`config.mk`:
```
export PLATFORM = sky130hd
export DESIGN_NAME = base64_stream_codec
export DESIGN_NICKNAME = d
export VERILOG_FILES = /design/src/rtl/b64sc_pkg.sv /design/src/rtl/b64sc_front.sv /design/src/rtl/b64sc_queue.sv /design/src/rtl/b64sc_back.sv /design/src/rtl/base64_stream_codec.sv
export SDC_FILE = /design/constraint.sdc
export NUM_CORES = 1
export LEC_CHECK = 0
export CAP_MARGIN = 25
export CORE_MARGIN = 4
export CORE_UTILIZATION = 52
export DETAILED_ROUTE_END_ITERATION = 10
export DONT_BUFFER_PORTS = 1
export HOLD_SLACK_MARGIN = 0.1
export PLACE_DENSITY = 0.67
export SYNTH_ARGS = -nofsm -noshare
export SYNTH_HDL_FRONTEND = slang
export SYNTH_HIERARCHICAL = 1
export SYNTH_SLANG_ARGS = --single-unit
```
`constraint.sdc`:
```
create_clock -name clk -period 8.15 [get_ports clk]
set_input_delay 1.63 -clock clk [delete_from_list [all_inputs] [get_ports clk]]
set_output_delay 1.63 -clock clk [all_outputs]
set_load 0.02 [all_outputs]
```
`src/rtl/b64sc_pkg.sv`:
```
// Shared types, constants and character mapping functions for the Base64 stream codec.
// Depends on nothing; every other file of the codec refers to it by scoped names.
`default_nettype none

package b64sc_pkg;

  localparam int unsigned MAX_RESULTS = 4;
  localparam int unsigned RES_IDX_W   = $clog2(MAX_RESULTS);
  localparam int unsigned QUEUE_DEPTH = 4;
  localparam int unsigned Q_PTR_W     = $clog2(QUEUE_DEPTH);
  localparam int unsigned Q_CNT_W     = $clog2(QUEUE_DEPTH + 1);

  localparam logic [7:0] PAD_CHAR = 8'h3D;
  localparam logic       MODE_ENCODE = 1'b0;
  localparam logic       MODE_DECODE = 1'b1;

  typedef struct packed {
    logic [7:0] in_byte;
    logic       in_last;
  } in_word_t;

  typedef struct packed {
    logic [7:0] out_byte;
    logic       out_valid;
    logic       out_last;
    logic       out_error;
  } out_word_t;

  typedef struct packed {
    logic [RES_IDX_W-1:0]             last_idx;
    out_word_t [MAX_RESULTS-1:0]      res;
  } job_t;

  typedef struct packed {
    logic push;
    job_t job;
  } q_push_t;

  typedef struct packed {
    logic full;
    logic empty;
  } q_status_t;

  function automatic logic [7:0] enc_char(input logic [5:0] v);
    logic [7:0] w;
    begin
      w = {2'b00, v};
      if (v < 6'd26) return w + 8'h41;
      if (v < 6'd52) return w + 8'h47;
      if (v < 6'd62) return w - 8'd4;
      if (v == 6'd62) return 8'h2B;
      return 8'h2F;
    end
  endfunction

  // bit 6 set marks a character outside the alphabet
  function automatic logic [6:0] dec_value(input logic [7:0] c);
    logic [7:0] d;
    begin
      d = 8'h00;
      if (c >= 8'h41 && c <= 8'h5A) begin
        d = c - 8'h41;
        return {1'b0, d[5:0]};
      end
      if (c >= 8'h61 && c <= 8'h7A) begin
        d = c - 8'h47;
        return {1'b0, d[5:0]};
      end
      if (c >= 8'h30 && c <= 8'h39) begin
        d = c + 8'd4;
        return {1'b0, d[5:0]};
      end
      if (c == 8'h2B) return 7'd62;
      if (c == 8'h2F) return 7'd63;
      return 7'h40;
    end
  endfunction

endpackage

`default_nettype wire

```
`src/rtl/b64sc_front.sv`:
```
// Front end: mode register, message state, and per-word result job building.
// Depends on b64sc_pkg; feeds b64sc_queue.
`default_nettype none

module b64sc_front (
  input  wire logic                 clk,
  input  wire logic                 rst,
  input  wire logic                 cfg_valid,
  output logic                      cfg_ready,
  input  wire logic                 cfg_data,
  input  wire logic                 src_valid,
  output logic                      src_stall,
  input  wire b64sc_pkg::in_word_t  src_data,
  input  wire b64sc_pkg::q_status_t q_stat,
  output b64sc_pkg::q_push_t        q_push
);

  logic       mode;
  logic [5:0] buffer;
  logic [2:0] count;
  logic [1:0] pad_seen;
  logic       failed;
  logic       any_output;

  logic [5:0] buffer_next;
  logic [2:0] count_next;
  logic [1:0] pad_seen_next;
  logic       failed_next;
  logic       any_output_next;

  logic       accept;
  logic [7:0] b;
  logic       last;
  logic [5:0] c0;
  logic [5:0] c1;
  logic [6:0] dv;
  logic       emit;
  logic [7:0] dbyte;
  logic [11:0] dw;
  b64sc_pkg::job_t job;
  logic        push;

  function automatic b64sc_pkg::out_word_t data_word(input logic [7:0] d, input logic l);
    b64sc_pkg::out_word_t w;
    begin
      w.out_byte  = d;
      w.out_valid = 1'b1;
      w.out_last  = l;
      w.out_error = 1'b0;
      return w;
    end
  endfunction

  function automatic b64sc_pkg::out_word_t marker_word(input logic e);
    b64sc_pkg::out_word_t w;
    begin
      w.out_byte  = 8'h00;
      w.out_valid = 1'b0;
      w.out_last  = 1'b1;
      w.out_error = e;
      return w;
    end
  endfunction

  assign cfg_ready = 1'b1;
  assign src_stall = q_stat.full;
  assign accept    = src_valid && !q_stat.full;
  assign b         = src_data.in_byte;
  assign last      = src_data.in_last;
  assign dv        = b64sc_pkg::dec_value(b);
  assign dw        = {buffer, dv[5:0]};

  always_comb begin
    buffer_next     = buffer;
    count_next      = count;
    pad_seen_next   = pad_seen;
    failed_next     = failed;
    any_output_next = any_output;
    job             = '0;
    push            = 1'b0;
    c0              = 6'd0;
    c1              = 6'd0;
    emit            = 1'b0;
    dbyte           = 8'h00;
    if (mode == b64sc_pkg::MODE_ENCODE) begin
      push = 1'b1;
      unique case (count)
        3'd0: begin
          c0 = b[7:2];
          buffer_next = {4'b0000, b[1:0]};
          count_next = 3'd2;
          job.res[0] = data_word(b64sc_pkg::enc_char(c0), 1'b0);
          if (last) begin
            job.res[1] = data_word(b64sc_pkg::enc_char({b[1:0], 4'b0000}), 1'b0);
            job.res[2] = data_word(b64sc_pkg::PAD_CHAR, 1'b0);
            job.res[3] = data_word(b64sc_pkg::PAD_CHAR, 1'b1);
            job.last_idx = 2'd3;
          end
        end
        3'd2: begin
          c0 = {buffer[1:0], b[7:4]};
          buffer_next = {2'b00, b[3:0]};
          count_next = 3'd4;
          job.res[0] = data_word(b64sc_pkg::enc_char(c0), 1'b0);
          if (last) begin
            job.res[1] = data_word(b64sc_pkg::enc_char({b[3:0], 2'b00}), 1'b0);
            job.res[2] = data_word(b64sc_pkg::PAD_CHAR, 1'b1);
            job.last_idx = 2'd2;
          end
        end
        default: begin
          c0 = {buffer[3:0], b[7:6]};
          c1 = b[5:0];
          buffer_next = 6'd0;
          count_next = 3'd0;
          job.res[0] = data_word(b64sc_pkg::enc_char(c0), 1'b0);
          job.res[1] = data_word(b64sc_pkg::enc_char(c1), last);
          job.last_idx = 2'd1;
        end
      endcase
    end else begin
      if (!failed) begin
        if (b == b64sc_pkg::PAD_CHAR) begin
          if (pad_seen == 2'd2) failed_next = 1'b1;
          else pad_seen_next = pad_seen + 2'd1;
        end else if (dv[6] || pad_seen != 2'd0) begin
          failed_next = 1'b1;
        end else begin
          unique case (count)
            3'd0: begin
              buffer_next = dv[5:0];
              count_next = 3'd6;
            end
            3'd2: begin
              emit = 1'b1;
              dbyte = dw[7:0];
              count_next = 3'd0;
            end
            3'd4: begin
              emit = 1'b1;
              dbyte = dw[9:2];
              buffer_next = {4'b0000, dv[1:0]};
              count_next = 3'd2;
            end
            default: begin
              emit = 1'b1;
              dbyte = dw[11:4];
              buffer_next = {2'b00, dv[3:0]};
              count_next = 3'd4;
            end
          endcase
          if (emit) any_output_next = 1'b1;
        end
      end
      if (last) begin
        push = 1'b1;
        if (failed_next || !any_output_next) job.res[0] = marker_word(1'b1);
        else if (emit) job.res[0] = data_word(dbyte, 1'b1);
        else job.res[0] = marker_word(1'b0);
      end else begin
        push = emit;
        job.res[0] = data_word(dbyte, 1'b0);
      end
    end
  end

  assign q_push.push = accept && push;
  assign q_push.job  = job;

  always_ff @(posedge clk) begin
    if (rst) begin
      mode       <= b64sc_pkg::MODE_ENCODE;
      buffer     <= 6'd0;
      count      <= 3'd0;
      pad_seen   <= 2'd0;
      failed     <= 1'b0;
      any_output <= 1'b0;
    end else if (cfg_valid && cfg_ready) begin
      mode       <= cfg_data;
      buffer     <= 6'd0;
      count      <= 3'd0;
      pad_seen   <= 2'd0;
      failed     <= 1'b0;
      any_output <= 1'b0;
    end else if (accept) begin
      if (last) begin
        buffer     <= 6'd0;
        count      <= 3'd0;
        pad_seen   <= 2'd0;
        failed     <= 1'b0;
        any_output <= 1'b0;
      end else begin
        buffer     <= buffer_next;
        count      <= count_next;
        pad_seen   <= pad_seen_next;
        failed     <= failed_next;
        any_output <= any_output_next;
      end
    end
  end

endmodule

`default_nettype wire

```
`src/rtl/b64sc_queue.sv`:
```
// Short job queue between the front end and the output sequencer.
// Depends on b64sc_pkg.
`default_nettype none

module b64sc_queue (
  input  wire logic                 clk,
  input  wire logic                 rst,
  input  wire b64sc_pkg::q_push_t   q_push,
  input  wire logic                 pop,
  output b64sc_pkg::job_t           head,
  output b64sc_pkg::q_status_t      q_stat
);

  b64sc_pkg::job_t                    entries [b64sc_pkg::QUEUE_DEPTH];
  logic [b64sc_pkg::Q_PTR_W-1:0]      wr_ptr;
  logic [b64sc_pkg::Q_PTR_W-1:0]      rd_ptr;
  logic [b64sc_pkg::Q_CNT_W-1:0]      fill;
  logic                               do_pop;

  assign q_stat.empty = (fill == '0);
  assign q_stat.full  = (fill == b64sc_pkg::Q_CNT_W'(b64sc_pkg::QUEUE_DEPTH));
  assign head         = entries[rd_ptr];
  assign do_pop       = pop && !q_stat.empty;

  always_ff @(posedge clk) begin
    if (q_push.push) begin
      entries[wr_ptr] <= q_push.job;
    end
  end

  always_ff @(posedge clk) begin
    if (rst) begin
      wr_ptr <= '0;
      rd_ptr <= '0;
      fill   <= '0;
    end else begin
      if (q_push.push) wr_ptr <= wr_ptr + 1'b1;
      if (do_pop) rd_ptr <= rd_ptr + 1'b1;
      if (q_push.push && !do_pop) fill <= fill + 1'b1;
      else if (!q_push.push && do_pop) fill <= fill - 1'b1;
    end
  end

endmodule

`default_nettype wire

```
`src/rtl/b64sc_back.sv`:
```
// Output sequencer: steps through each queued job and drives the output register.
// Depends on b64sc_pkg; takes jobs from b64sc_queue.
`default_nettype none

module b64sc_back (
  input  wire logic                 clk,
  input  wire logic                 rst,
  input  wire b64sc_pkg::job_t      head,
  input  wire b64sc_pkg::q_status_t q_stat,
  output logic                      pop,
  output logic                      dst_valid,
  input  wire logic                 dst_stall,
  output b64sc_pkg::out_word_t      dst_data
);

  logic [b64sc_pkg::RES_IDX_W-1:0] idx;
  logic                            load;

  assign load = !dst_valid || !dst_stall;
  assign pop  = load && !q_stat.empty && (idx == head.last_idx);

  always_ff @(posedge clk) begin
    if (rst) begin
      dst_valid <= 1'b0;
      idx       <= '0;
    end else if (load) begin
      if (!q_stat.empty) begin
        dst_valid <= 1'b1;
        if (idx == head.last_idx) idx <= '0;
        else idx <= idx + 1'b1;
      end else begin
        dst_valid <= 1'b0;
      end
    end
  end

  always_ff @(posedge clk) begin
    if (load && !q_stat.empty) begin
      dst_data <= head.res[idx];
    end
  end

endmodule

`default_nettype wire

```
`src/rtl/base64_stream_codec.sv`:
```
// Base64 stream codec top level: front end, job queue and output sequencer.
// An input word's results are registered in a queue entry, then in the output register.
// Throughput: one input word per cycle while the queue is not full and each yields at most
// one result word; one word out per cycle unless stalled; encode last word yields up to 4.
// Reset: synchronous rst clears mode to encode, message state, queue and output valid.
// Depends on b64sc_pkg, b64sc_front, b64sc_queue, b64sc_back.
`default_nettype none

module base64_stream_codec (
  input  wire logic                 clk,
  input  wire logic                 rst,
  input  wire logic                 cfg_valid,
  output logic                      cfg_ready,
  input  wire logic                 cfg_data,
  input  wire logic                 src_valid,
  output logic                      src_stall,
  input  wire b64sc_pkg::in_word_t  src_data,
  output logic                      dst_valid,
  input  wire logic                 dst_stall,
  output b64sc_pkg::out_word_t      dst_data
);

  b64sc_pkg::q_push_t   q_push;
  b64sc_pkg::q_status_t q_stat;
  b64sc_pkg::job_t      head;
  logic                 pop;

  b64sc_front u_front (
    .clk       (clk),
    .rst       (rst),
    .cfg_valid (cfg_valid),
    .cfg_ready (cfg_ready),
    .cfg_data  (cfg_data),
    .src_valid (src_valid),
    .src_stall (src_stall),
    .src_data  (src_data),
    .q_stat    (q_stat),
    .q_push    (q_push)
  );

  b64sc_queue u_queue (
    .clk    (clk),
    .rst    (rst),
    .q_push (q_push),
    .pop    (pop),
    .head   (head),
    .q_stat (q_stat)
  );

  b64sc_back u_back (
    .clk       (clk),
    .rst       (rst),
    .head      (head),
    .q_stat    (q_stat),
    .pop       (pop),
    .dst_valid (dst_valid),
    .dst_stall (dst_stall),
    .dst_data  (dst_data)
  );

`ifndef ASSERT_OFF
  a_no_push_full: assert property (@(posedge clk) disable iff (rst)
    q_push.push |-> !q_stat.full)
    else $error("job pushed into full queue");

  a_full_empty: assert property (@(posedge clk) disable iff (rst)
    !(q_stat.full && q_stat.empty))
    else $error("queue full and empty at once");

  a_error_marker: assert property (@(posedge clk) disable iff (rst)
    (dst_valid && dst_data.out_error) |-> (!dst_data.out_valid && dst_data.out_last))
    else $error("error word carries data or is not last");

  a_pop_sends: assert property (@(posedge clk) disable iff (rst)
    pop |=> dst_valid)
    else $error("job retired without output word");
`endif

endmodule

`default_nettype wire

```
## Word level (Yosys, flattened, before mapping)

Memories as Yosys holds them, arrays and structs flattened. A register that Yosys moved wholly into a read port is not among the register bits.
Cells that the tools add are included.

| storage, ports and cells | value |
|---|---|
| bits in registers | 35 |
| RAM bits | 184 |
| input port bits | 15 |
| output and inout bits | 14 |
| word-level logic and storage cells | 397 |
| memories | 1 |

| cells by class | value |
|---|---|
| add/subtract/negate cells | 27 |
| order comparisons | 25 |
| equality and inequality tests | 18 |
| multiplexer cells | 277 |
| bitwise operators | 1 |
| reductions and logical operators | 33 |

Memory list:

| memory | depth | bits a word | read ports | clocked after memory_dff | write ports | line | source |
|---|---|---|---|---|---|---|---|
| u_queue.entries | 4 | 46 | 1 | 1 | 1 | b64sc_queue.sv:14 | `b64sc_pkg::job_t entries [b64sc_pkg::QUEUE_DEPTH];` |

Operators with widths:

| kind | count |
|---|---|
| 8-bit 2-to-1 mux | 71 |
| 1-bit 2-to-1 mux | 157 |
| 6-bit by 7-bit adder with 8-bit output (second input constant) | 12 |
| 6-bit less-than comparator (second input constant) | 12 |
| 35-bit 2-to-1 mux | 2 |
| 7-bit 2-to-1 mux | 10 |
| 11-bit 2-to-1 mux | 6 |
| 22-bit one-hot mux with 2 select lines | 1 |
| 6-bit by 3-bit subtractor with 7-bit output (second input constant) | 6 |
| 6-bit by 5-bit less-than comparator with 1-bit output (second input constant) | 6 |
| 6-bit 2-to-1 mux | 5 |
| 6-bit equality test (second input constant) | 4 |
| 8-bit by 6-bit equality test with 1-bit output (second input constant) | 3 |
| 8-bit one-hot mux with 3 select lines | 1 |
| 11-bit binary-select mux with 2-bit select | 1 |
| 11-bit one-hot mux with 2 select lines | 1 |
| 3-bit 2-to-1 mux | 7 |
| 20-bit 2-to-1 mux | 1 |
| 2-bit 2-to-1 mux | 9 |
| 6-bit one-hot mux with 3 select lines | 1 |
| 8-bit by 7-bit >= comparator with 1-bit output (second input constant) | 2 |
| 8-bit by 7-bit less-or-equal comparator with 1-bit output (second input constant) | 2 |
| 3-bit inequality test (second input constant) | 4 |
| 1-bit logical AND | 10 |
| 27 further kinds | 47 |

## Longest topological paths before layout

| logic depth | value |
|---|---|
| depth in word-level cells | 34 |
| depth in mapped cells | 17 |
| gate-level depth less buffers | 14 |

## Cells and area by module

The synthesis kept the hierarchy.

By module, submodules not included:

| module | times used | cells each | area each (sq um) | sequential area each (sq um) |
|---|---|---|---|---|
| b64sc_queue | 1 | 284 | 7138.1 | 5705.5 |
| b64sc_front | 1 | 577 | 3973.8 | 260.2 |
| b64sc_back | 1 | 46 | 770.7 | 390.4 |

## Worst setup path before layout

No wires, ideal clock.

| timing | value |
|---|---|
| path type | input port to flip-flop |
| start point | in src_data[8] (netlist bit) |
| end point | mem u_queue/entries[0][0] (netlist bit) (enable) |
| setup time | 408 ps |
| arrival | 4943 ps |
| data required time | 7742 ps |
| setup slack | 2799 ps |
| cell stages on the path | 11 |
| path buffers | 2 |
| cell sequence | clkbuf_8 > clkbuf_1 > inv_1 > ha_1 > a21bo_2 > o311a_1 > o21ai_1 > or3_1 > a22oi_1 > a21oi_1 > and2_1 |

RTL lines:

| item | line | source |
|---|---|---|
| from (decl) | base64_stream_codec.sv:17 | `input wire b64sc_pkg::in_word_t src_data,` |
| to (decl) | b64sc_queue.sv:14 |  |

==> results.ini <==
[worst_hold_path]
min_path_cells = 2
hp-start = u_front/buffer[4]$_SDFFE_PP0P_
hold_class = reg -> reg
whs_endpoint = u_front/buffer[4]$_SDFFE_PP0P_

[place]
placed_cells_incl_taps = 1127
place_area_sq_mm = 0.0118
gp_congestion = 0.950
portBuffers = 0
pre_cts_ws_ns = 2.78
dp_hpwl_um = 16700

[clock_network]
numCtsBuffers = 21
clockBufferDepth = 3
cts_max_level = 1
ctsResizeCount = 0
cts_tree = built
clk_pin_slew_worst_paths_ns = 0.07
cts_hold_buf = 0
cts_setup_buffers = 0
clkSinkCount = 220
clk_latency_ns = 0.49
cts_root_buffer = clkbuf_16

[logic_synthesis]
ys.flop_type = edfxtp_1
ys_seq_area_share_pct = 53.5
synth_area_leader_cell = edfxtp_1
ys_warn_count = 6
synth_compound_area_share_pct = 13.2
synth_edf_count = 195
synth_mux_area_share_pct = 11.6
synth_area_sq_mm = 0.0119
yosys.cell_count.top_type = edfxtp_1
synth.avg_cell_area_sq_um = 13.1
synthTopCellsByArea = edfxtp_1 49%, mux4_2 9.1%, dfxtp_1 4.2%
yosys-top-cells-count = 195 x edfxtp_1, 57 x nand2_1, 52 x a21oi_1
synthAdderAreaFrac_pct = 4.28
synthSimpleGateAreaFrac_pct = 9.98
postSynthCellCount = 907
synth_top_area_share_pct = 49.3
synth-xor-area-share_pct = 1.55
synth_seq_cells = 220
async_flop_share_pct = 0
ys_types = 92
synth_top_family_by_area = compound AO/OA/AOI/OAI gates

[layout]
finalInstanceArea_sq_mm = 0.0124
register_area_sq_mm = 0.00636
syn2layout_area_growth_pct = 4.68
layout-drive-gt1-share_pct = 13.3
final_cells = 1165
diodes = 0
fin_util_pct = 55.1
multi_input_area_sq_mm = 0.00487
final_nets = 921
fillers = 1801

[timing]
max_freq_mhz = 203
finalCriticalPeriod_ns = 4.93
fin_skew_ns = 0.0137
hold_viol = 0
post-route-worst-setup-slack_ns = 3.22
fin_setup_tns_ns = 0
fin_hold_ws_ns = 0.464
maxSlewHeadroom_pct = 34.1
post-route-period-util_pct = 60.5
rsz0062_at_grt = no
setup_viol = 0
timing.final.max_slew_violations = 0
tightest_slew_ns = 0.989

[worst_setup_path]
r2r_cells = 10
path_class = in -> reg
startpoint_type = input port
end_kind = register
crit_fanout = 19
reg2reg_slack_ns = 4.69
timing.rr.end = u_queue/fill[2]$_SDFFE_PP0P_
cp.arrival_ns = 5.36
crit_required_ns = 8.58

[route]
avgRoutedWirePerCell_um = 22.4
drcViolationCount = 0
drt-pass1-iter-count = 6
drtIter0Drc = 945
ant_nets = 0
viasPerCell = 6.56
vias = 7639
wl_um = 26100

[die]
core_sq_mm = 0.0226
die_y_um = 159
start_util_pct = 52.6
placementRows = 55
dieArea_sq_mm = 0.0253
die_w_um = 159
ios = 29

[flow_run]
cap_violations = 0

[global_route]
overflow = 0
grt_max_degree = 47
antenna_found_initial = 0
grt_usage_pct = 20.1
grt_first_pass_wirelength_um = 41600
grt_pass1_vias = 7247

[outcome]
status = finished, final reports clean

[pwr]
leakage_nw = 4.06
powerDensity_mw_per_mm2 = 258
power.total_mw = 3.21
ir_drop_mv = 0.127

## critical path: stages
cell and delay, ns:
clkinv_1 0.28, ha_1 0.37, nor2b_1 0.16, o311a_1 0.32, o21ai_1 0.44, or3_1 0.19
a22oi_1 0.15, a21oi_1 0.50, ha_1 0.28, inv_1 0.06, fa_1 0.37, xor2_1 0.15
or3_1 0.30, a21oi_1 0.14
## layout make-up
type,count,area share [%]
Multi-Input combinational cell,587,39.1
Inverter,26,0.785
Clock inverter,8,0.765
Timing Repair Buffer,10,0.765
Clock buffer,29,4.55
Sequential cell,220,51.1
Tap cell,285,2.87
## placed cells by master (no fill, tap or decap), types with 9 or more instances in the layout
cell type | netlist | layout
o311ai_0 | 10 | 10
o21ai_0 | 36 | 35
a31oi_1 | 15 | 15
xnor2_1 | 15 | 15
a211oi_1 | 10 | 10
dfxtp_1 | 25 | 23
nand2_1 | 57 | 57
clkbuf_16 | 0 | 21
buf_4 | 27 | 9
nor2_1 | 42 | 42
a21oi_1 | 52 | 52
nor3_1 | 22 | 22
inv_1 | 24 | 24
mux4_2 | 48 | 48
nand3_1 | 35 | 35
nor2b_1 | 11 | 11
conb_1 | 2 | 10
edfxtp_1 | 195 | 195
ha_1 | 39 | 39
mux4_1 | 9 | 9
o211ai_1 | 15 | 15
## worst max path at each step
stage / from / end / slack (ns) / depth (start not counted)
floorplan: src_data[8] / u_queue/entries[0][0]$_DFFE_PP_ / 2.80 / 11
global route: src_data[3] / u_queue/fill[2]$_SDFFE_PP0P_ / 3.01 / 14
finish: src_data[3] / u_queue/fill[2]$_SDFFE_PP0P_ / 3.22 / 14
global placement: src_data[3] / u_queue/fill[2]$_SDFFE_PP0P_ / 2.88 / 14
CTS: src_data[3] / u_queue/fill[2]$_SDFFE_PP0P_ / 3.29 / 14
detailed placement: src_data[3] / u_queue/fill[2]$_SDFFE_PP0P_ / 2.78 / 14
## registers in the layout, indices dropped and copies added (netlist names), 2 cells and up, named ones only
| signal | count |
|---|---|
| u_front/count | 2 |
| u_back/idx | 2 |
| u_queue/fill | 3 |
| u_front/pad_seen | 2 |
| u_front/buffer | 6 |
| u_queue/wr_ptr | 2 |
| u_queue/entries | 184 |
| u_back/dst_data | 11 |
| u_queue/rd_ptr | 2 |
## cells by family (layout without fill, tap and decap cells)
family / count (synthesis) / in the layout
xor+xnor: 21 / 21
fa+ha+maj: 40 / 40
flops: 220 / 220
other cells: 2 / 10
simple gates: 232 / 232
mux: 63 / 63
buf+inv: 108 / 73
compound gates: 221 / 221
## power breakdown
part	switching [mW]	internal (mW)
Clock	0.388	0.551
Combinational	0.351	0.312
Sequential	0.148	1.46
## layer usage
layer,vias up,wire (um),GRT usage (%),share of wire (%)
li1,3452,-,-,-
met1,3780,11100,28.6,42
met2,348,12600,33.3,48
met3,59,1610,1.99,6.2
met4,0,811,6.11,3.1
met5,-,0,0,0
Note: power is estimated with default switching activity, not from simulation.
